File: src/rtl/rsfw_pkg.sv
package rsfw_pkg;

   localparam int unsigned EDIM_W     = 13;
   localparam int unsigned COORD_W    = 14;
   localparam int unsigned ROW_W      = EDIM_W - 1;
   localparam int unsigned ADDR_W     = 20;
   localparam int unsigned COLOR_W    = 16;
   localparam int unsigned POS_W      = 10;
   localparam int unsigned SIZE_W     = 11;
   localparam int unsigned ROWS_W     = 11;
   localparam int unsigned FUNC_W     = 2;
   localparam int unsigned ROT_W      = 2;
   localparam int unsigned CSR_IDX_W  = 2;
   localparam int unsigned CSR_DATA_W = 11;

   localparam logic [FUNC_W-1:0] FUNC_WINDOW  = 2'd0;
   localparam logic [FUNC_W-1:0] FUNC_PIXEL   = 2'd1;
   localparam logic [FUNC_W-1:0] FUNC_PRESENT = 2'd2;
   localparam logic [FUNC_W-1:0] FUNC_UNUSED  = 2'd3;

   localparam logic [ROT_W-1:0] ROT_NONE = 2'd0;
   localparam logic [ROT_W-1:0] ROT_90   = 2'd1;
   localparam logic [ROT_W-1:0] ROT_180  = 2'd2;
   localparam logic [ROT_W-1:0] ROT_270  = 2'd3;

   localparam logic [CSR_IDX_W-1:0] CSR_ROTATION     = 2'd0;
   localparam logic [CSR_IDX_W-1:0] CSR_PANEL_WIDTH  = 2'd1;
   localparam logic [CSR_IDX_W-1:0] CSR_PANEL_HEIGHT = 2'd2;

   localparam logic KIND_WRITE   = 1'b0;
   localparam logic KIND_PRESENT = 1'b1;

   localparam logic [CSR_DATA_W-1:0] PANEL_WIDTH_RESET  = 11'd320;
   localparam logic [CSR_DATA_W-1:0] PANEL_HEIGHT_RESET = 11'd480;

   typedef struct packed {
      logic [ROT_W-1:0]  rotation;
      logic [EDIM_W-1:0] panel_w;
      logic [EDIM_W-1:0] panel_h;
   } cfg_type;

   typedef struct packed {
      logic [POS_W-1:0]  left;
      logic [POS_W-1:0]  top;
      logic [SIZE_W-1:0] width;
      logic [SIZE_W-1:0] height;
   } window_type;

   typedef struct packed {
      logic [FUNC_W-1:0]  func;
      logic [POS_W-1:0]   win_x;
      logic [POS_W-1:0]   win_y;
      logic [SIZE_W-1:0]  win_w;
      logic [SIZE_W-1:0]  win_h;
      logic [COLOR_W-1:0] pixel_color;
   } req_item_type;

   typedef struct packed {
      logic               kind;
      logic [ADDR_W-1:0]  write_address;
      logic [COLOR_W-1:0] write_color;
      logic               out_of_panel;
      logic [ROWS_W-1:0]  rows_to_send;
   } rsp_item_type;

   typedef struct packed {
      logic [ADDR_W-1:0] address;
      logic              outside;
      logic [ROW_W-1:0]  strip_row;
   } map_type;

endpackage

File: src/rtl/rsfw_if.sv
interface rsfw_req_if;
   import rsfw_pkg::*;

   logic               valid;
   logic               ready;
   logic [FUNC_W-1:0]  func;
   logic [POS_W-1:0]   win_x;
   logic [POS_W-1:0]   win_y;
   logic [SIZE_W-1:0]  win_w;
   logic [SIZE_W-1:0]  win_h;
   logic [COLOR_W-1:0] pixel_color;

   modport source (output valid, func, win_x, win_y, win_w, win_h, pixel_color,
                   input ready);
   modport sink (input valid, func, win_x, win_y, win_w, win_h, pixel_color,
                 output ready);
endinterface

interface rsfw_rsp_if;
   import rsfw_pkg::*;

   logic               valid;
   logic               ready;
   logic               kind;
   logic [ADDR_W-1:0]  write_address;
   logic [COLOR_W-1:0] write_color;
   logic               out_of_panel;
   logic [ROWS_W-1:0]  rows_to_send;

   modport source (output valid, kind, write_address, write_color, out_of_panel,
                   rows_to_send, input ready);
   modport sink (input valid, kind, write_address, write_color, out_of_panel,
                 rows_to_send, output ready);
endinterface

interface rsfw_csr_if;
   import rsfw_pkg::*;

   logic                  valid;
   logic                  ready;
   logic [CSR_IDX_W-1:0]  index;
   logic [CSR_DATA_W-1:0] data;

   modport source (output valid, index, data, input ready);
   modport sink (input valid, index, data, output ready);
endinterface

File: src/rtl/rsfw_csr.sv
module rsfw_csr #(
   parameter int unsigned MAX_DIM = 1024
) (
   input  logic             clock,
   input  logic             reset,
   rsfw_csr_if.sink         csr_bus,
   output rsfw_pkg::cfg_type cfg
);
   import rsfw_pkg::*;

   localparam int unsigned DIM_W = $clog2(MAX_DIM + 1);

   function automatic logic [DIM_W-1:0] clamp_dim(input logic [CSR_DATA_W-1:0] v);
      logic [DIM_W-1:0] r;
      if (v == '0) begin
         r = DIM_W'(1);
      end else if (32'(v) > MAX_DIM) begin
         r = DIM_W'(MAX_DIM);
      end else begin
         r = DIM_W'(v);
      end
      return r;
   endfunction

   logic [ROT_W-1:0] rotation_ff, rotation_in;
   logic [DIM_W-1:0] width_ff, width_in;
   logic [DIM_W-1:0] height_ff, height_in;
   logic             write_en;

   assign csr_bus.ready = 1'b1;
   assign write_en      = csr_bus.valid && csr_bus.ready;

   always_comb begin
      rotation_in = rotation_ff;
      width_in    = width_ff;
      height_in   = height_ff;
      if (write_en) begin
         case (csr_bus.index)
            CSR_ROTATION:     rotation_in = csr_bus.data[ROT_W-1:0];
            CSR_PANEL_WIDTH:  width_in    = clamp_dim(csr_bus.data);
            CSR_PANEL_HEIGHT: height_in   = clamp_dim(csr_bus.data);
            default:          ;
         endcase
      end
   end

   always_ff @(posedge clock) begin
      if (reset) begin
         rotation_ff <= ROT_NONE;
         width_ff    <= clamp_dim(PANEL_WIDTH_RESET);
         height_ff   <= clamp_dim(PANEL_HEIGHT_RESET);
      end else begin
         rotation_ff <= rotation_in;
         width_ff    <= width_in;
         height_ff   <= height_in;
      end
   end

   assign cfg.rotation = rotation_ff;
   assign cfg.panel_w  = EDIM_W'(width_ff);
   assign cfg.panel_h  = EDIM_W'(height_ff);

endmodule

File: src/rtl/rsfw_map.sv
module rsfw_map (
   input  rsfw_pkg::cfg_type            cfg,
   input  rsfw_pkg::window_type         win,
   input  logic [rsfw_pkg::SIZE_W-1:0]  col,
   input  logic [rsfw_pkg::SIZE_W-1:0]  row,
   output rsfw_pkg::map_type            map_out
);
   import rsfw_pkg::*;

   localparam logic signed [COORD_W-1:0] ONE = COORD_W'(1);

   logic signed [COORD_W-1:0] lx, ly, px, py, pw, ph;
   logic signed [COORD_W-1:0] wl, wt, ww, wh, rs;
   logic [2*EDIM_W-1:0]       prod;
   logic [2*EDIM_W-1:0]       addr_sum;
   logic                      outside;
   logic [ROW_W-1:0]          strip_row;

   always_comb begin
      wl = COORD_W'(win.left);
      wt = COORD_W'(win.top);
      ww = COORD_W'(win.width);
      wh = COORD_W'(win.height);
      pw = COORD_W'(cfg.panel_w);
      ph = COORD_W'(cfg.panel_h);
      lx = wl + COORD_W'(col);
      ly = wt + COORD_W'(row);

      case (cfg.rotation)
         ROT_NONE: begin
            px = lx;
            py = ly;
            rs = wt + wh - ONE;
         end
         ROT_90: begin
            px = ly;
            py = ph - ONE - lx;
            rs = ph - ONE - wl;
         end
         ROT_180: begin
            px = pw - ONE - lx;
            py = ph - ONE - ly;
            rs = ph - ONE - wt;
         end
         ROT_270: begin
            px = pw - ONE - ly;
            py = lx;
            rs = wl + ww - ONE;
         end
         default: begin
            px = lx;
            py = ly;
            rs = wt + wh - ONE;
         end
      endcase

      outside = (px < 0) || (py < 0) || (px >= pw) || (py >= ph);

      if (rs < 0) begin
         strip_row = '0;
      end else if (rs > ph - ONE) begin
         strip_row = ROW_W'(ph - ONE);
      end else begin
         strip_row = ROW_W'(rs);
      end

      prod     = py[EDIM_W-1:0] * cfg.panel_w;
      addr_sum = prod + (2*EDIM_W)'(px[EDIM_W-1:0]);
   end

   assign map_out.address   = outside ? '0 : addr_sum[ADDR_W-1:0];
   assign map_out.outside   = outside;
   assign map_out.strip_row = strip_row;

endmodule

File: src/rtl/rsfw_core.sv
module rsfw_core (
   input  logic              clock,
   input  logic              reset,
   input  rsfw_pkg::cfg_type cfg,
   rsfw_req_if.sink          req_bus,
   rsfw_rsp_if.source        rsp_bus
);
   import rsfw_pkg::*;

   logic                in_valid_ff, in_valid_in;
   req_item_type        item_ff, item_in;
   window_type          window_ff, window_in;
   logic [SIZE_W-1:0]   col_ff, col_in;
   logic [SIZE_W-1:0]   row_ff, row_in;
   logic                dirty_ff, dirty_in;
   logic [ROW_W-1:0]    dirty_row_ff, dirty_row_in;
   logic                rsp_valid_ff, rsp_valid_in;
   rsp_item_type        rsp_ff, rsp_in;

   logic                advance;
   logic                accept;
   logic                pixel_live;
   logic                has_result;
   rsp_item_type        result;
   map_type             map_out;
   logic [SIZE_W-1:0]   col_next;
   logic [SIZE_W-1:0]   row_next;
   logic [EDIM_W-1:0]   rows_sum;
   logic [EDIM_W-1:0]   rows_clamped;

   rsfw_map u_map (
      .cfg     (cfg),
      .win     (window_ff),
      .col     (col_ff),
      .row     (row_ff),
      .map_out (map_out)
   );

   assign advance       = !rsp_valid_ff || rsp_bus.ready;
   assign req_bus.ready = !in_valid_ff || advance;
   assign accept        = req_bus.valid && req_bus.ready;

   assign col_next     = col_ff + SIZE_W'(1);
   assign row_next     = row_ff + SIZE_W'(1);
   assign rows_sum     = EDIM_W'(dirty_row_ff) + EDIM_W'(1);
   assign rows_clamped = (rows_sum > cfg.panel_h) ? cfg.panel_h : rows_sum;
   assign pixel_live   = (window_ff.width != '0) && (window_ff.height != '0)
                         && (row_ff < window_ff.height);

   always_comb begin
      window_in    = window_ff;
      col_in       = col_ff;
      row_in       = row_ff;
      dirty_in     = dirty_ff;
      dirty_row_in = dirty_row_ff;
      has_result   = 1'b0;
      result       = '0;
      if (in_valid_ff && advance) begin
         case (item_ff.func)
            FUNC_WINDOW: begin
               window_in.left   = item_ff.win_x;
               window_in.top    = item_ff.win_y;
               window_in.width  = item_ff.win_w;
               window_in.height = item_ff.win_h;
               col_in           = '0;
               row_in           = '0;
            end
            FUNC_PIXEL: begin
               if (pixel_live) begin
                  has_result           = 1'b1;
                  result.kind          = KIND_WRITE;
                  result.write_address = map_out.address;
                  result.write_color   = item_ff.pixel_color;
                  result.out_of_panel  = map_out.outside;
                  if (col_next >= window_ff.width) begin
                     col_in = '0;
                     row_in = row_next;
                     if (row_next >= window_ff.height) begin
                        if (!dirty_ff || (map_out.strip_row > dirty_row_ff)) begin
                           dirty_row_in = map_out.strip_row;
                        end
                        dirty_in = 1'b1;
                     end
                  end else begin
                     col_in = col_next;
                  end
               end
            end
            FUNC_PRESENT: begin
               if (dirty_ff) begin
                  has_result          = 1'b1;
                  result.kind         = KIND_PRESENT;
                  result.rows_to_send = rows_clamped[ROWS_W-1:0];
                  dirty_in            = 1'b0;
                  dirty_row_in        = '0;
               end
            end
            default: ;
         endcase
      end
   end

   always_comb begin
      if (accept) begin
         in_valid_in = 1'b1;
      end else if (advance) begin
         in_valid_in = 1'b0;
      end else begin
         in_valid_in = in_valid_ff;
      end
      item_in = item_ff;
      if (accept) begin
         item_in.func        = req_bus.func;
         item_in.win_x       = req_bus.win_x;
         item_in.win_y       = req_bus.win_y;
         item_in.win_w       = req_bus.win_w;
         item_in.win_h       = req_bus.win_h;
         item_in.pixel_color = req_bus.pixel_color;
      end
      rsp_valid_in = advance ? (in_valid_ff && has_result) : rsp_valid_ff;
      rsp_in       = (advance && has_result) ? result : rsp_ff;
   end

   always_ff @(posedge clock) begin
      if (reset) begin
         in_valid_ff  <= 1'b0;
         window_ff    <= '0;
         col_ff       <= '0;
         row_ff       <= '0;
         dirty_ff     <= 1'b0;
         dirty_row_ff <= '0;
         rsp_valid_ff <= 1'b0;
      end else begin
         in_valid_ff  <= in_valid_in;
         window_ff    <= window_in;
         col_ff       <= col_in;
         row_ff       <= row_in;
         dirty_ff     <= dirty_in;
         dirty_row_ff <= dirty_row_in;
         rsp_valid_ff <= rsp_valid_in;
      end
   end

   always_ff @(posedge clock) begin
      item_ff <= item_in;
      rsp_ff  <= rsp_in;
   end

   assign rsp_bus.valid         = rsp_valid_ff;
   assign rsp_bus.kind          = rsp_ff.kind;
   assign rsp_bus.write_address = rsp_ff.write_address;
   assign rsp_bus.write_color   = rsp_ff.write_color;
   assign rsp_bus.out_of_panel  = rsp_ff.out_of_panel;
   assign rsp_bus.rows_to_send  = rsp_ff.rows_to_send;

endmodule

File: src/rtl/rotated_strip_framebuffer_writer_top.sv
// Rotated strip framebuffer writer. Accepts one transaction per clock on req_bus
// (set window, pixel, present) and returns at most one transaction on rsp_bus:
// a framebuffer write with the rotated word address and color, or the row
// count of a present. A request passes through the input register and then the
// result register; the rotation, bounds check and row times width multiply sit
// between them. req_bus.ready falls only while both registers are full and
// rsp_bus.ready is low. Pixels that map off the panel come back with out_of_panel
// set and address zero. Write csr_bus only while the block is idle.
module rotated_strip_framebuffer_writer_top #(
   parameter int unsigned MAX_DIM = 1024
) (
   input  logic       clock,
   input  logic       reset,
   rsfw_req_if.sink   req_bus,
   rsfw_rsp_if.source rsp_bus,
   rsfw_csr_if.sink   csr_bus
);
   import rsfw_pkg::*;

   cfg_type cfg;

   rsfw_csr #(
      .MAX_DIM (MAX_DIM)
   ) u_csr (
      .clock   (clock),
      .reset   (reset),
      .csr_bus (csr_bus),
      .cfg     (cfg)
   );

   rsfw_core u_core (
      .clock   (clock),
      .reset   (reset),
      .cfg     (cfg),
      .req_bus (req_bus),
      .rsp_bus (rsp_bus)
   );

   a_ready_when_drained: assert property (@(posedge clock) disable iff (reset)
      rsp_bus.ready |-> req_bus.ready)
      else $error("request side stalled while result side drains");

   a_present_fields: assert property (@(posedge clock) disable iff (reset)
      (rsp_bus.valid && rsp_bus.kind == KIND_PRESENT) |->
         (rsp_bus.write_address == '0 && rsp_bus.write_color == '0
          && !rsp_bus.out_of_panel))
      else $error("present transaction carries write fields");

   a_write_fields: assert property (@(posedge clock) disable iff (reset)
      (rsp_bus.valid && rsp_bus.kind == KIND_WRITE) |->
         (rsp_bus.rows_to_send == '0
          && (!rsp_bus.out_of_panel || rsp_bus.write_address == '0)))
      else $error("write transaction fields inconsistent");

   a_address_in_panel: assert property (@(posedge clock) disable iff (reset)
      (rsp_bus.valid && rsp_bus.kind == KIND_WRITE && !rsp_bus.out_of_panel
       && (cfg.panel_w * cfg.panel_h) <= (2*EDIM_W)'(1 << ADDR_W)) |->
         ((2*EDIM_W)'(rsp_bus.write_address) < cfg.panel_w * cfg.panel_h))
      else $error("write address beyond panel");

endmodule
File: src/flat_wrapper.sv
// flat-port wrapper written by rule: the top's interface ports become plain ports
module rotated_strip_framebuffer_writer_top_flat import rsfw_pkg::*;
#(
   parameter int unsigned MAX_DIM = 1024
)
  (clock, reset, req_bus_valid, req_bus_func, req_bus_win_x, req_bus_win_y, req_bus_win_w, req_bus_win_h, req_bus_pixel_color, req_bus_ready, rsp_bus_valid, rsp_bus_kind, rsp_bus_write_address, rsp_bus_write_color, rsp_bus_out_of_panel, rsp_bus_rows_to_send, rsp_bus_ready, csr_bus_valid, csr_bus_index, csr_bus_data, csr_bus_ready);
  rsfw_req_if req_bus_i ();
  rsfw_rsp_if rsp_bus_i ();
  rsfw_csr_if csr_bus_i ();
  input  logic clock;
  input  logic reset;
  input wire logic [$bits(req_bus_i.valid)-1:0] req_bus_valid;
  input wire logic [$bits(req_bus_i.func)-1:0] req_bus_func;
  input wire logic [$bits(req_bus_i.win_x)-1:0] req_bus_win_x;
  input wire logic [$bits(req_bus_i.win_y)-1:0] req_bus_win_y;
  input wire logic [$bits(req_bus_i.win_w)-1:0] req_bus_win_w;
  input wire logic [$bits(req_bus_i.win_h)-1:0] req_bus_win_h;
  input wire logic [$bits(req_bus_i.pixel_color)-1:0] req_bus_pixel_color;
  output wire logic [$bits(req_bus_i.ready)-1:0] req_bus_ready;
  output wire logic [$bits(rsp_bus_i.valid)-1:0] rsp_bus_valid;
  output wire logic [$bits(rsp_bus_i.kind)-1:0] rsp_bus_kind;
  output wire logic [$bits(rsp_bus_i.write_address)-1:0] rsp_bus_write_address;
  output wire logic [$bits(rsp_bus_i.write_color)-1:0] rsp_bus_write_color;
  output wire logic [$bits(rsp_bus_i.out_of_panel)-1:0] rsp_bus_out_of_panel;
  output wire logic [$bits(rsp_bus_i.rows_to_send)-1:0] rsp_bus_rows_to_send;
  input wire logic [$bits(rsp_bus_i.ready)-1:0] rsp_bus_ready;
  input wire logic [$bits(csr_bus_i.valid)-1:0] csr_bus_valid;
  input wire logic [$bits(csr_bus_i.index)-1:0] csr_bus_index;
  input wire logic [$bits(csr_bus_i.data)-1:0] csr_bus_data;
  output wire logic [$bits(csr_bus_i.ready)-1:0] csr_bus_ready;
  assign req_bus_i.valid = req_bus_valid;
  assign req_bus_i.func = req_bus_func;
  assign req_bus_i.win_x = req_bus_win_x;
  assign req_bus_i.win_y = req_bus_win_y;
  assign req_bus_i.win_w = req_bus_win_w;
  assign req_bus_i.win_h = req_bus_win_h;
  assign req_bus_i.pixel_color = req_bus_pixel_color;
  assign req_bus_ready = req_bus_i.ready;
  assign rsp_bus_valid = rsp_bus_i.valid;
  assign rsp_bus_kind = rsp_bus_i.kind;
  assign rsp_bus_write_address = rsp_bus_i.write_address;
  assign rsp_bus_write_color = rsp_bus_i.write_color;
  assign rsp_bus_out_of_panel = rsp_bus_i.out_of_panel;
  assign rsp_bus_rows_to_send = rsp_bus_i.rows_to_send;
  assign rsp_bus_i.ready = rsp_bus_ready;
  assign csr_bus_i.valid = csr_bus_valid;
  assign csr_bus_i.index = csr_bus_index;
  assign csr_bus_i.data = csr_bus_data;
  assign csr_bus_ready = csr_bus_i.ready;
  rotated_strip_framebuffer_writer_top #(.MAX_DIM(MAX_DIM)) u_core (.clock(clock), .reset(reset), .req_bus(req_bus_i), .rsp_bus(rsp_bus_i), .csr_bus(csr_bus_i));
endmodule
File: config.mk
export PLATFORM = sky130hd
export DESIGN_NAME = rotated_strip_framebuffer_writer_top_flat
export DESIGN_NICKNAME = d
export VERILOG_FILES = /design/src/rtl/rsfw_pkg.sv /design/src/rtl/rsfw_if.sv /design/src/rtl/rsfw_csr.sv /design/src/rtl/rsfw_map.sv /design/src/rtl/rsfw_core.sv /design/src/rtl/rotated_strip_framebuffer_writer_top.sv /design/src/flat_wrapper.sv
export SDC_FILE = /design/constraint.sdc
export NUM_CORES = 1
export LEC_CHECK = 0
export BUFFER_PORTS_ARGS = -buffer_cell sky130_fd_sc_hd__buf_2
export CORE_MARGIN = 2
export CORE_UTILIZATION = 55
export CTS_CLUSTER_SIZE = 40
export DETAILED_ROUTE_END_ITERATION = 7
export PLACE_DENSITY = 0.69
export RECOVER_POWER = 50
export SLEW_MARGIN = 10
export SYNTH_ARGS = -nofsm -noshare
export SYNTH_HDL_FRONTEND = slang
export SYNTH_SLANG_ARGS = --single-unit
File: constraint.sdc
create_clock -name clock -period 9.2 [get_ports clock]
set_input_delay 0.92 -clock clock [delete_from_list [all_inputs] [get_ports clock]]
set_output_delay 0.92 -clock clock [all_outputs]
set_load 0.02 [all_outputs]
## Word level (Yosys, flattened, before mapping)

Cells that the tools add are included.

- Word-level logic and storage cells: 136
- Input port bits: 78
- Output and inout port bits: 52
- Flip-flop bits (word level): 212

- $add $sub $neg: 18
- Bitwise operators: 3
- Multipliers: 1
- Reduce and logical (&&, ||, !) cells: 35
- Magnitude comparators: 12
- Eq/ne operators: 12
- Muxes and demuxes: 31

Operators with widths:

| kind | count |
|---|---|
| one-hot mux 14 bit (4 select lines) | 3 |
| 2-to-1 mux 12 bit | 7 |
| 2-to-1 mux 11 bit | 7 |
| adder 10 x 11 -> 12 bit | 4 |
| one-hot mux 11 bit (2 select lines) | 2 |
| < comparator 14 x 1 -> 1 bit (second input constant) | 3 |
| >= comparator 14 x 12 -> 1 bit | 2 |
| subtractor 12 x 13 -> 14 bit | 2 |
| subtractor 14 bit | 2 |
| subtractor 14 x 2 -> 14 bit (second input constant) | 2 |
| subtractor 12 x 11 -> 13 bit | 2 |
| one-hot mux 12 bit (2 select lines) | 1 |
| subtractor 11 x 1 -> 12 bit (second input constant) | 2 |
| adder 11 x 1 -> 11 bit (second input constant) | 2 |
| >= comparator 11 bit | 2 |
| nonzero test 11 bit | 2 |
| adder 20 x 13 -> 20 bit | 1 |
| multiplier 13 x 11 -> 20 bit | 1 |
| > comparator 14 x 12 -> 1 bit | 1 |
| adder 12 x 1 -> 13 bit (second input constant) | 1 |
| > comparator 13 x 11 -> 1 bit | 1 |
| > comparator 12 bit | 1 |
| > comparator 11 bit (second input constant) | 1 |
| logical NOT 11 bit | 1 |
| 18 further kinds | 59 |

## Logic depth before layout (Yosys ltp)

Gate-level depths: netlist of the first run.

- Word-level depth: 13
- Depth in mapped cells: 37
- Gate-level depth less buffers: 36

## Modules after synthesis

From an unflattened synthesis of the first run, not the netlist that was laid out.

- Cells, all modules: 2488
- Area, all modules: 21450.6 µm²

By module, submodules not included:

| module | instances | seq. area each (µm²) | cells each | area each (µm²) |
|---|---|---|---|---|
| rsfw_map | 1 | 0.0 | 1543 | 11720.0 |
| rsfw_core | 1 | 4854.7 | 824 | 8717.1 |
| rsfw_csr | 1 | 480.5 | 121 | 1013.5 |

## Worst setup path before layout of the first run

OpenSTA, ideal clock, no wires.

- Path type: flip-flop to flip-flop
- From: reg u_core.u_core.row_ff[0]
- To: reg u_core.u_core.rsp_ff (netlist bit u_core.u_core.rsp_bus.write_address[19]), data pin
- Buffers on the path: 1
- Data arrival time: 7.884 ns
- Stages on the path, launching flop included: 34
- Setup slack: 1.062 ns
- Clock period less this slack: 8.138 ns
- Required time: 8.945 ns
- Library setup time: 0.255 ns
- Cells stage by stage: dfxtp_1 ha_1 fa_1 a21o_1 a221o_1 nor2_1 xnor2_1 a21oi_1 ha_1 or3_1 or2_1 o21ai_0 xnor2_1 a221oi_1 nor2_1 clkbuf_1 nand2_1 fa_1 fa_1 fa_1 inv_1 fa_1 inv_1 fa_1 inv_1 ha_1 and2_1 o21ai_0 o31ai_1 o41ai_1 o211a_1 o21ai_0 xnor2_1 nor2_2

- Longest elaborated chain between the ends: 8
- Elaborated cells between the ends (all ways): 18
- Those cells by class: add/sub (4); mul (1); order compare (5); mux (2); bitwise (1); reduce/logical (5)

RTL lines:

| element | line | source |
|---|---|---|
| start: declaration | rsfw_core.sv:14 | `logic [SIZE_W-1:0] row_ff, row_in;` |
| start signal: assignment | rsfw_core.sv:137 | `row_ff <= row_in;` |
| parallel branches: the longest is 8 deep, another holds multiplier 13 x 11 -> 20 bit | -- |  |
| end signal: assignment | rsfw_core.sv:146 | `rsp_ff <= rsp_in;` |
| end: declaration | rsfw_core.sv:18 | `rsp_item_type rsp_ff, rsp_in;` |

Several ways; the timed one is not identified.
A chain may end at the register's enable or synchronous reset.

## Final worst setup path of the first run

Same ends and word-level chain as after synthesis.

==> implementation parameters, run 1 <==
Parameter                              Value

Yosys
  Seq cells post-synth    212
  Synth Area per Inst    8.72 um2
  Synthesized instance count    approximately 2300
  Synth Net Count    approximately 2800
  Largest cells by area after synthesis    sky130_fd_sc_hd__edfxtp_1, sky130_fd_sc_hd__ha_1, sky130_fd_sc_hd__fa_1, sky130_fd_sc_hd__dfxtp_1, sky130_fd_sc_hd__inv_1
  Prevailing post-synth register cell    sky130_fd_sc_hd__edfxtp_1
  Top cells by count, synth    sky130_fd_sc_hd__inv_1, sky130_fd_sc_hd__nand2_1, sky130_fd_sc_hd__ha_1
  Async set or reset register ratio after synthesis    0
  Most frequent cell after synthesis    sky130_fd_sc_hd__inv_1
  Total of warnings raised by yosys    0
  Area fraction of the dominant cell type after synthesis    0.161
  Cell accounting for the most synthesized area    sky130_fd_sc_hd__edfxtp_1
  Post-synthesis sequential area ratio    0.262
  Number of flops mapped to enable cells by yosys    109
  Distinct cell type count after synthesis    88
  Synthesized area    ~0.020 mm2

Clock network
  Number of sinks on the clock net    about 210
  Worst skew pair latency    0.56 ns
  Hold buffer count at CTS    0
  Clk Tree Root Cell    sky130_fd_sc_hd__clkbuf_16
  Post-CTS clock slew at the launch and capture registers of the worst setup and hold paths    0.07 ns
  TritonCTS buffer count    24
  CTS tree    yes
  Total number of H-tree levels    1
  Maximum number of buffers from clock root to sink    3

Critical path
  Worst setup endpoint    u_core.u_core.rsp_bus.write_address[19]
  Cell repeated most along the worst path    sky130_fd_sc_hd__fa_1
  Critical path's top delay family    adder cells
  Crit path kind    reg2reg
  Worst Path Arrival    9.02 ns
  WP data required    9.51 ns
  Setup slack on the worst flop-to-flop path    around 0.49 ns
  Number of buffers and inverters on the critical path    3
  Critical Path Slowest Stage Cell    sky130_fd_sc_hd__fa_1
  Reg-to-reg startpoint    u_core.u_core.row_ff[0]
  Crit path largest cell delay    about 0.57 ns
  Startpoint Class    flop
  Instance count on the critical path    32
  Launching element of the worst setup path    u_core.u_core.row_ff[0]
  Endpoint kind of the worst setup timing path    flop
  Capture instance of the worst register-to-register path    u_core.u_core.rsp_bus.write_address[19]
  Reg2reg path depth    32
  Worst-path fanout max    7

Cells and area
  Fraction of layout cells with a size suffix above 1    0.0805
  FF+latch area    0.00534 mm2
  Final-layout fill cell count    about 3300
  Final net count    roughly 2900
  Multi-input gate area    ~0.014 mm2
  P&R area growth vs syn    9.28%
  Number of non-filler instances in the completed layout    a little under 3000
  # diodes    0
  Summed area of non-filler cells in the final layout    around 0.022 mm2

Pwr
  Leakage    roughly 0.0097 uW
  Maximum ir drop on the vdd rail    0.150 mV
  Power density of the placed cells    approximately 120 mW/mm2

Timing
  Worst slew margin relative to its limit    -1.00
  Fin. max-slew vios    67
  RSZ-0062 raised after global routing    no
  Final setup vio count    0
  Time the final worst path needs with I/O delays and setup    approximately 8.7 ns
  Final Hold Fails    0
  Setup TNS    0 ns
  Tcrit/Tclk final    0.947
  Max frequency    ~0.11 GHz
  Post-Route Skew    roughly 0.017 ns
  Transition time at the pin with the least slew margin    approximately 3 ns

Routing
  Detailed-router iteration count before antenna repair    7
  Mean number of vias per cell    5.88
  Total wirelength of the detailed-routed design    56400 um
  Average routed wire per standard cell    19.3 um
  Routed via count    roughly 17000
  DRC violation count after routing    0
  Initial drt markers    roughly 1200
  Final antenna-violating net count    0

Floorplanning
  Initial standard-cell utilization of the core    0.558
  Top-level port count    130
  Core area    0.0365 mm2
  Floorplan die area    between 0.03 and 0.04 mm2
  Die Span Y    roughly 200 um
  Die W    196 um
  Cell row count    70

Outcome
  Violations in the final reports    capacitance limit, slew limit
  Result of the run    finished with violations

Global route
  Wire length of the first global-routing pass    slightly above 90000 um
  All-Layer GR Usage    0.296
  Antenna violations before repair    0
  Maximum number of pins on one net before global-route repair    67
  Total grt overflow    0
  Number of global-route vias before repair    17400

Hold path
  Cell depth of the worst min-delay path    1
  Worst hold path class    reg2reg

Placed design
  Number of buffers inserted by port buffering    about 130
  Total half-perimeter wirelength after legalization and detailed placement    roughly 44000 um
  Routability cong.    slightly above 1
  Placed standard-cell area    between 0.02 and 0.025 mm2
  Post-placement cell count    between 2000 and 3000

Run
  Maximum Capacitance Violations    1
==> cell families (layout without fill, tap and decap cells) <==
group	after synthesis	in the layout	share of synthesized area
adders and majority gates	350	350	0.257
AOI/OAI and AO/OA	490	490	0.157
xor gates and xnor gates	121	121	0.0528
and+or+nand+nor	757	757	0.180
DFF	212	212	0.262
other	1	1	0.000184
muxes	47	47	0.0238
buffers and inverters	358	481	0.0671
==> where the power goes <==
| group | internal (uW) | total (uW) | switching, uW |
|---|---|---|---|
| Clock | 489 | 902 | 412 |
| Sequential | 1020 | 1050 | 25.3 |
| Combinational | 277 | 692 | 414 |
| Total | 1790 | 2640 | 852 |
==> area by class of cell <==
| cell class | instances | area share |
|---|---|---|
| flip-flops and latches | 212 | 0.240 |
| repair buffers | 170 | 0.0403 |
| inverters | 267 | 0.0450 |
| clock inverters | 13 | 0.00444 |
| well taps | 468 | 0.0263 |
| clock buffers | 31 | 0.0282 |
| multi-input cells | 1766 | 0.616 |
==> placed cells by master, fill, tap and decap left out, types with 31 or more instances in the layout <==
master,count
sky130_fd_sc_hd__buf_4,41
sky130_fd_sc_hd__edfxtp_1,109
sky130_fd_sc_hd__xor2_1,36
sky130_fd_sc_hd__nor2_1,184
sky130_fd_sc_hd__and2_1,64
sky130_fd_sc_hd__inv_1,263
sky130_fd_sc_hd__clkbuf_1,52
sky130_fd_sc_hd__a21o_1,33
sky130_fd_sc_hd__mux2i_1,35
sky130_fd_sc_hd__nand3_1,34
sky130_fd_sc_hd__nand2_1,251
sky130_fd_sc_hd__fa_1,114
sky130_fd_sc_hd__a21oi_1,166
sky130_fd_sc_hd__nor3_1,40
sky130_fd_sc_hd__xnor2_1,83
sky130_fd_sc_hd__ha_1,236
sky130_fd_sc_hd__dfxtp_1,103
sky130_fd_sc_hd__buf_2,84
sky130_fd_sc_hd__and3_1,31
sky130_fd_sc_hd__o21ai_0,78
==> metal layers <==
layer / GRT usage / routed length [um] / up-vias
met5: 0 / 0 / -
met4: 0.149 / 2930 / 0
met3: 0.0349 / 3010 / 155
met2: 0.506 / 26900 / 546
met1: 0.370 / 23600 / 8225
li1: - / - / 8298
==> repair_timing <==
action,in CTS,in global routing
resized for setup,0,6
buffers inserted,0,1
setup endpoints to repair,0,3
==> registers in the layout, summed over array words and instances (netlist names) <==
name / flops
u_core.u_csr.width_ff: 11
u_core.u_csr.rotation_ff: 2
u_core.u_core.col_ff: 11
u_core.u_core.rsp_bus.out_of_panel: 1
u_core.u_core.dirty_row_ff: 12
u_core.u_core.window_ff: 42
u_core.u_core.in_valid_ff: 1
u_core.u_core.rsp_bus.write_address: 20
u_core.u_core.row_ff: 11
u_core.u_core.rsp_bus.rows_to_send: 11
u_core.u_csr.height_ff: 11
u_core.u_core.rsp_bus.valid: 1
u_core.u_core.dirty_ff: 1
u_core.u_core.rsp_bus.kind: 1
u_core.u_core.item_ff: 60
u_core.u_core.rsp_bus.write_color: 16
==> stage by stage <==
step            util  hold slack, ns  setup WS, ns  power [uW]
6_report       0.609           0.462         0.487        2640
3_5_place_dp   0.590           0.448         0.169        1750
4_1_cts        0.610           0.468         0.167        2660
3_3_place_gp   0.590           0.450         0.392        1730
2_1_floorplan      -           0.432          1.06        1560
5_1_grt        0.609           0.501        0.0100        2790
==> how the worst min path moves through the flow <==
| stage | start | slack, ns | endpoint |
|---|---|---|---|
| after floorplan | u_core.u_core.dirty_row_ff[10] | 0.43 | u_core.u_core.dirty_row_ff[10] |
| after global placement | u_core.u_core.dirty_row_ff[10] | 0.45 | u_core.u_core.dirty_row_ff[10] |
| after detailed placement | u_core.u_core.dirty_row_ff[10] | 0.45 | u_core.u_core.dirty_row_ff[10] |
| after CTS | u_core.u_core.dirty_row_ff[10] | 0.47 | u_core.u_core.dirty_row_ff[10] |
| after global routing | u_core.u_core.dirty_row_ff[10] | 0.50 | u_core.u_core.dirty_row_ff[10] |
| final | u_core.u_core.dirty_row_ff[10] | 0.46 | u_core.u_core.dirty_row_ff[10] |
Power figures use the tool's default switching activity.
==> inputs of run 2 (changes only) <==
==> constraint.sdc (replaced) <==
create_clock -name clock -period 9.2 [get_ports clock]
set_input_delay 1.84 -clock clock [delete_from_list [all_inputs] [get_ports clock]]
set_output_delay 1.84 -clock clock [all_outputs]
set_load 0.02 [all_outputs]
==> run 2 against run 1 <==
Compared with the run above:
- the flow still finishes with violations (capacitance limit, slew limit)
- worst setup slack worse by 0.024 ns
- critical endpoint unchanged
- clock power about the same
- via count barely moved
- first-iteration DRC count unchanged
- sequential power is essentially flat
- core utilization is essentially flat
- clock-buffer cell count did not move
- combinational power hardly changed
==> implementation parameters, run 2 (synthesis results as in run 1) <==
Parameter                              Value

Cells and area
  Final-layout fill cell count    3289 (-0.030%)
  Final net count    2869 (unchanged)
  Fraction of layout cells with a size suffix above 1    0.0809 (+0.000407)
  Commonest cells after routing, fill and taps aside    sky130_fd_sc_hd__inv_1, sky130_fd_sc_hd__nand2_1, sky130_fd_sc_hd__ha_1
  Multi-input gate area    0.0137 mm2 (unchanged)
  FF+latch area    0.00534 mm2 (unchanged)
  Top register by number of flip-flops    u_core.u_core.item_ff
  Max FFs per register    60 (unchanged)
  # diodes    0 (unchanged)
  Final core occ    0.609 (about the same)
  Summed area of non-filler cells in the final layout    0.0223 mm2 (about the same)
  Leading cell type in the layout, fill and taps excluded    sky130_fd_sc_hd__inv_1
  P&R area growth vs syn    9.29% (about the same)

Pwr
  Share of power burned in registers    0.397 (about the same)
  Cell internal pwr    1790 uW (about the same)
  Reported net switching power    852 uW (about the same)
  Power share of the combinational group    0.262 (about the same)
  Maximum ir drop on the vdd rail    0.150 mV (unchanged)
  Clk pwr share    0.341 (about the same)
  Switching power share of the total    0.322 (about the same)
  Power density of the placed cells    119 mW/mm2 (about the same)
  Leakage    0.00968 uW (about the same)

Critical path
  Crit path largest cell delay    0.57 ns (about the same)
  Setup slack on the worst flop-to-flop path    0.46 ns (-0.02 ns)
  Endpoint kind of the worst setup timing path    flop
  WP data required    9.51 ns (about the same)
  Crit path kind    reg2reg
  Critical Path Slowest Stage Cell    sky130_fd_sc_hd__fa_1
  Worst-path fanout max    7 (unchanged)
  Worst Path Arrival    9.04 ns (+0.02 ns)
  Startpoint Class    flop
  Cell repeated most along the worst path    sky130_fd_sc_hd__fa_1

Timing
  Fin. max-slew vios    67 (unchanged)
  Worst setup margin    0.464 ns (-0.0237 ns)
  Worst slew margin relative to its limit    -1.00 (-0.00103)
  Post-Route Skew    0.0171 ns (+0.0000823 ns)
  Max frequency    0.114 GHz (-0.27%)
  Setup TNS    0 ns (unchanged)
  Tcrit/Tclk final    0.950 (+0.00257)
  Final Hold Fails    0 (unchanged)
  Transition time at the pin with the least slew margin    3.00 ns (+0.00155 ns)
  RSZ-0062 raised after global routing    no
  Final setup vio count    0 (unchanged)
  Time the final worst path needs with I/O delays and setup    8.74 ns (+0.0237 ns)

Routing
  Mean number of vias per cell    5.89 (about the same)
  Total wirelength of the detailed-routed design    56400 um (about the same)
  Average routed wire per standard cell    19.3 um (about the same)
  Final antenna-violating net count    0 (unchanged)
  Initial drt markers    1184 (unchanged)
  Routed via count    17200 (+0.058%)
  DRC violation count after routing    0 (unchanged)
  Detailed-router iteration count before antenna repair    7 (unchanged)

Placed design
  Placed standard-cell area    0.0216 mm2 (unchanged)
  Total half-perimeter wirelength after legalization and detailed placement    44200 um (unchanged)
  Number of buffers inserted by port buffering    128 (unchanged)
  Routability cong.    1.01 (unchanged)
  Placement Setup Slack    0.169 ns (unchanged)

Floorplanning
  Core area    0.0365 mm2 (unchanged)
  Die Span Y    196 um (unchanged)
  Floorplan die area    0.0386 mm2 (unchanged)
  Initial standard-cell utilization of the core    0.558 (unchanged)
  Top-level port count    130 (unchanged)
  Die W    196 um (unchanged)
  Cell row count    70 (unchanged)

Clock network
  CTS tree    yes
  Number of sinks on the clock net    212 (unchanged)
  Total number of H-tree levels    1 (unchanged)
  Clk Tree Root Cell    sky130_fd_sc_hd__clkbuf_16
  Maximum number of buffers from clock root to sink    3 (unchanged)
  Worst skew pair latency    0.56 ns (about the same)
  TritonCTS buffer count    24 (unchanged)
  Hold buffer count at CTS    0 (unchanged)
  Post-CTS clock slew at the launch and capture registers of the worst setup and hold paths    0.07 ns (about the same)

Global route
  Antenna violations before repair    0 (unchanged)
  Wire length of the first global-routing pass    90900 um (unchanged)
  Maximum number of pins on one net before global-route repair    67 (unchanged)
  All-Layer GR Usage    0.296 (unchanged)
  Total grt overflow    0 (unchanged)
  Number of global-route vias before repair    17400 (unchanged)

Hold path
  Worst hold path class    reg2reg

Outcome
  Result of the run    finished with violations
  Violations in the final reports    capacitance limit, slew limit

Run
  Maximum Capacitance Violations    1 (unchanged)
-- run 2: cell type report --
cell class	instances	area share
Multi-Input combinational cell	1766	0.616
Sequential cell	212	0.240
Inverter	267	0.0450
Timing Repair Buffer	170	0.0404
Clock buffer	31	0.0282
Tap cell	468	0.0263
Clock inverter	13	0.00444
-- run 2: routing by layer --
metal  vias to the layer above  routed length, um  part of all wire  GRT usage
met1                      8234              23600              0.42      0.370
met5                         -                  0                 0          0
li1                       8298                  -                 -          -
met2                       547              26900              0.48      0.506
met3                       155               3030             0.054     0.0349
met4                         0               2930             0.052      0.149
-- run 2: final timing paths --
path	from	endpoint	cells past startpoint
worst min register to register	u_core.u_core.dirty_row_ff[10]	u_core.u_core.dirty_row_ff[10]	1
worst max-delay path	u_core.u_core.row_ff[0]	u_core.u_core.rsp_bus.write_address[19]	32
worst min-delay path	u_core.u_core.dirty_row_ff[10]	u_core.u_core.dirty_row_ff[10]	1
worst max register to register	u_core.u_core.row_ff[0]	u_core.u_core.rsp_bus.write_address[19]	32
-- run 2: critical path: cells and delay by family, from the launching register on --
family,cells,cell delay [ns]
AOI/OAI and AO/OA,10,2.06
xor gates and xnor gates,3,0.59
adders and majority gates,9,3.79
buffers and inverters,3,0.16
DFF,1,0.37
and+or+nand+nor,7,1.50
-- run 2: what timing repair did --
| item | CTS | global route |
|---|---|---|
| setup buffers | 0 | 1 |
| endpoints found under the setup margin | 0 | 3 |
| resized for setup | 0 | 6 |
-- run 2: power by group through the flow --
stage	clock network [uW]	logic, uW	registers, uW
finish	901	692	1050
global route	959	777	1050
CTS	925	685	1050
detailed placement	0	679	1070
global placement	0	660	1070
floorplan	0	501	1060
-- run 2: per-stage QoR --
step / total power (uW) / hold WS (ns) / instances
5_1_grt: 2790 / 0.501 / 2927
6_report: 2640 / 0.462 / 2927
4_1_cts: 2660 / 0.468 / 2926
2_1_floorplan: 1560 / 0.432 / 2336
3_3_place_gp: 1730 / 0.450 / 2882
3_5_place_dp: 1750 / 0.448 / 2882
==> inputs of run 3 (changes only) <==
--- a/config.mk
+++ b/config.mk
@@ -15,4 +15,5 @@
 export SLEW_MARGIN = 10
 export SYNTH_ARGS = -nofsm -noshare
 export SYNTH_HDL_FRONTEND = slang
+export SYNTH_HIERARCHICAL = 1
 export SYNTH_SLANG_ARGS = --single-unit
==> constraint.sdc (replaced) <==
create_clock -name clock -period 10.5 [get_ports clock]
set_input_delay 2.1 -clock clock [delete_from_list [all_inputs] [get_ports clock]]
set_output_delay 2.1 -clock clock [all_outputs]
set_load 0.02 [all_outputs]
==> run 3 against run 2 <==
Compared with the run above:
- the run still ends with capacitance limit, slew limit left
- clock skew is 0.0020 ns higher
- register-to-register slack better by 0.11 ns
- cell area is 5.0% higher
- clock power is 5.4% lower
- critical path type unchanged
- highest routed layer unchanged
- routed wire length is 7.4% higher
- total power is 9.4% lower
- maximum frequency is 12% lower
- worst setup slack better by 0.11 ns
==> implementation parameters, run 3 <==
Parameter                              Value

Yosys
  Synthesized area    0.0215 mm2 (+5.3%)
  Prevailing post-synth register cell    sky130_fd_sc_hd__edfxtp_1
  Async set or reset register ratio after synthesis    0 (unchanged)
  Distinct cell type count after synthesis    85 (-3.4%)
  Cell accounting for the most synthesized area    sky130_fd_sc_hd__ha_1
  Area fraction of the dominant cell type after synthesis    0.159 (-0.00209)
  Seq cells post-synth    212 (unchanged)
  Number of flops mapped to enable cells by yosys    109 (unchanged)
  Most frequent cell after synthesis    sky130_fd_sc_hd__inv_1
  Top cells by count, synth    sky130_fd_sc_hd__inv_1, sky130_fd_sc_hd__nand2_1, sky130_fd_sc_hd__ha_1
  Largest cells by area after synthesis    sky130_fd_sc_hd__ha_1, sky130_fd_sc_hd__edfxtp_1, sky130_fd_sc_hd__fa_1, sky130_fd_sc_hd__dfxtp_1, sky130_fd_sc_hd__inv_1
  Synthesized instance count    2488 (+6.5%)
  Post-synthesis sequential area ratio    0.249 (-0.0133)
  Synth Area per Inst    8.62 um2 (-1.1%)
  Total of warnings raised by yosys    6 (+6)

Routing
  Final antenna-violating net count    0 (unchanged)
  Mean number of vias per cell    5.74 (-2.4%)
  Detailed-router iteration count before antenna repair    8 (+1)
  Average routed wire per standard cell    19.4 um (+0.80%)
  Routed via count    17900 (+3.9%)
  DRC violation count after routing    0 (unchanged)
  Initial drt markers    1076 (-9.1%)
  Total wirelength of the detailed-routed design    60600 um (+7.4%)

Critical path
  Worst-path fanout max    12 (+5)
  Crit path largest cell delay    0.62 ns (+0.05 ns)
  Startpoint Class    flop
  Critical Path Slowest Stage Cell    sky130_fd_sc_hd__o41a_1
  Reg-to-reg startpoint    u_core/u_core/row_ff[0]
  Reg2reg path depth    34 (+6.3%)
  Setup slack on the worst flop-to-flop path    0.58 ns (+0.11 ns)
  Worst Path Arrival    10.20 ns (+1.16 ns)
  Crit path kind    reg2reg
  WP data required    10.78 ns (+1.27 ns)
  Capture instance of the worst register-to-register path    u_core/u_core/rsp_bus.write_address[18]
  Endpoint kind of the worst setup timing path    flop
  Cell repeated most along the worst path    sky130_fd_sc_hd__fa_1

Hold path
  Worst hold path class    reg2reg
  Hold Startpoint    u_core/u_core/window_ff[32]
  Worst Hold End    u_core/u_core/window_ff[32]
  Cell depth of the worst min-delay path    2 (+1)

Global route
  Total grt overflow    0 (unchanged)
  Maximum number of pins on one net before global-route repair    66 (-1.5%)
  Number of global-route vias before repair    17900 (+3.1%)
  Wire length of the first global-routing pass    95900 um (+5.5%)
  All-Layer GR Usage    0.299 (+0.00338)
  Antenna violations before repair    0 (unchanged)

Timing
  Post-Route Skew    0.0192 ns (+0.00204 ns)
  Worst hold slack after final layout    0.488 ns (+0.0261 ns)
  Tcrit/Tclk final    0.945 (-0.00441)
  RSZ-0062 raised after global routing    no
  Transition time at the pin with the least slew margin    2.86 ns (-0.149 ns)
  Fin. max-slew vios    161 (+140%)
  Time the final worst path needs with I/O delays and setup    9.92 ns (+1.19 ns)
  Final setup vio count    0 (unchanged)
  Setup TNS    0 ns (unchanged)
  Worst setup margin    0.576 ns (+0.112 ns)
  Max frequency    0.101 GHz (-12%)
  Worst slew margin relative to its limit    -0.904 (+0.0991)
  Final Hold Fails    0 (unchanged)

Cells and area
  Leading cell type in the layout, fill and taps excluded    sky130_fd_sc_hd__inv_1
  Number of non-filler instances in the completed layout    3118 (+6.5%)
  # diodes    0 (unchanged)
  Final net count    3056 (+6.5%)
  Top register by number of flip-flops    u_core/u_core/item_ff
  FF+latch area    0.00534 mm2 (unchanged)
  Fraction of layout cells with a size suffix above 1    0.0788 (-0.00208)
  P&R area growth vs syn    8.88%
  Commonest cells after routing, fill and taps aside    sky130_fd_sc_hd__inv_1, sky130_fd_sc_hd__nand2_1, sky130_fd_sc_hd__ha_1
  Max FFs per register    60 (unchanged)
  Final core occ    0.606 (-0.00356)
  Final-layout fill cell count    3496 (+6.3%)
  Multi-input gate area    0.0144 mm2 (+5.3%)

Placed design
  Routability cong.    0.946 (-6.3%)
  Post-placement cell count    3073 (+6.6%)
  Number of buffers inserted by port buffering    128 (unchanged)
  Total half-perimeter wirelength after legalization and detailed placement    48000 um (+8.6%)
  Placement Setup Slack    0.474 ns (+0.305 ns)

Outcome
  Result of the run    finished with violations
  Violations in the final reports    capacitance limit, slew limit

Clock network
  Total number of H-tree levels    1 (unchanged)
  Post-CTS clock slew at the launch and capture registers of the worst setup and hold paths    0.06 ns (about the same)
  Clk Tree Root Cell    sky130_fd_sc_hd__clkbuf_16
  Hold buffer count at CTS    0 (unchanged)
  Total setup buffers inserted after CTS    0 (unchanged)
  CTS tree    yes
  Maximum number of buffers from clock root to sink    3 (unchanged)
  Worst skew pair latency    0.54 ns (-0.02 ns)
  TritonCTS buffer count    25 (+4.2%)
  Number of sinks on the clock net    212 (unchanged)

Floorplanning
  Core area    0.0386 mm2 (+5.6%)
  Die Span Y    201 um (+2.6%)
  Die W    201 um (+2.6%)
  Top-level port count    130 (unchanged)
  Cell row count    72 (+2.9%)
  Initial standard-cell utilization of the core    0.556 (-0.00119)
  Floorplan die area    0.0406 mm2 (+5.2%)

Pwr
  Power density of the placed cells    103 mW/mm2 (-14%)
  Maximum ir drop on the vdd rail    0.137 mV (-8.5%)
  Leakage    0.0103 uW (+6.3%)

Run
  Maximum Capacitance Violations    3 (+2)
-- run 3: metrics by stage --
stage / instance area (um2) / total power (uW)
6_report: 23400 / 2400
5_1_grt: 23400 / 2520
4_1_cts: 23400 / 2410
3_5_place_dp: 22600 / 1550
3_3_place_gp: 22600 / 1540
2_1_floorplan: 21500 / 1380
-- run 3: what timing repair did --
action	4_1_cts	5_1_grt
setup endpoints to repair	0	1
gates resized for setup	0	2
hold endpoints to repair	0	0
-- run 3: cells by family (layout without fill, tap and decap cells) --
family          after synthesis  count (layout)  share of synthesized area
flops                       212             212                      0.249
compound gates              481             481                      0.146
simple gates                794             794                      0.180
buf+inv                     440             549                     0.0794
fa+ha+maj                   396             396                      0.274
other cells                   2               5                   0.000350
mux                          46              46                     0.0218
xor+xnor                    117             117                     0.0491
-- run 3: where the power goes --
| group | internal, uW | switching (uW) | total, uW |
|---|---|---|---|
| Sequential | 890 | 18.2 | 908 |
| Clock | 508 | 344 | 852 |
| Combinational | 251 | 385 | 635 |
| Total | 1650 | 747 | 2400 |
-- run 3: worst max-delay path, delay by kind of cell (launching register included) --
kind | cells | cell delay [ns]
DFF | 1 | 0.48
muxes | 1 | 0.17
adders and majority gates | 10 | 4.40
AOI/OAI and AO/OA | 10 | 2.85
buffers and inverters | 3 | 0.17
and+or+nand+nor | 8 | 1.09
xor gates and xnor gates | 2 | 0.48
-- run 3: area by class of cell --
cell class,instances,area share
flip-flops and latches,212,0.228
clock inverters,7,0.00321
clock buffers,38,0.0315
inverters,343,0.0551
well taps,518,0.0277
repair buffers,161,0.0361
multi-input cells,1839,0.618
-- run 3: routing by layer --
layer	wire (um)	GRT usage
met1	24900	0.373
met2	28800	0.511
met3	3030	0.0236
met4	3810	0.173
met5	0	0
-- run 3: how the worst max path moves through the flow --
stage / slack, ns / endpoint / from / cells past startpoint
after global placement: 0.68 / u_core/u_core/rsp_bus.write_address[18] / u_core/u_core/row_ff[0] / 35
after floorplan: 1.48 / u_core/u_core/rsp_bus.write_address[18] / u_core/u_core/row_ff[0] / 36
after global routing: 0.11 / u_core/u_core/rsp_bus.write_address[18] / u_core/u_core/col_ff[0] / 34
final: 0.58 / u_core/u_core/rsp_bus.write_address[18] / u_core/u_core/row_ff[0] / 34
after CTS: 0.44 / u_core/u_core/rsp_bus.write_address[18] / u_core/u_core/row_ff[0] / 35
after detailed placement: 0.47 / u_core/u_core/rsp_bus.write_address[18] / u_core/u_core/row_ff[0] / 35
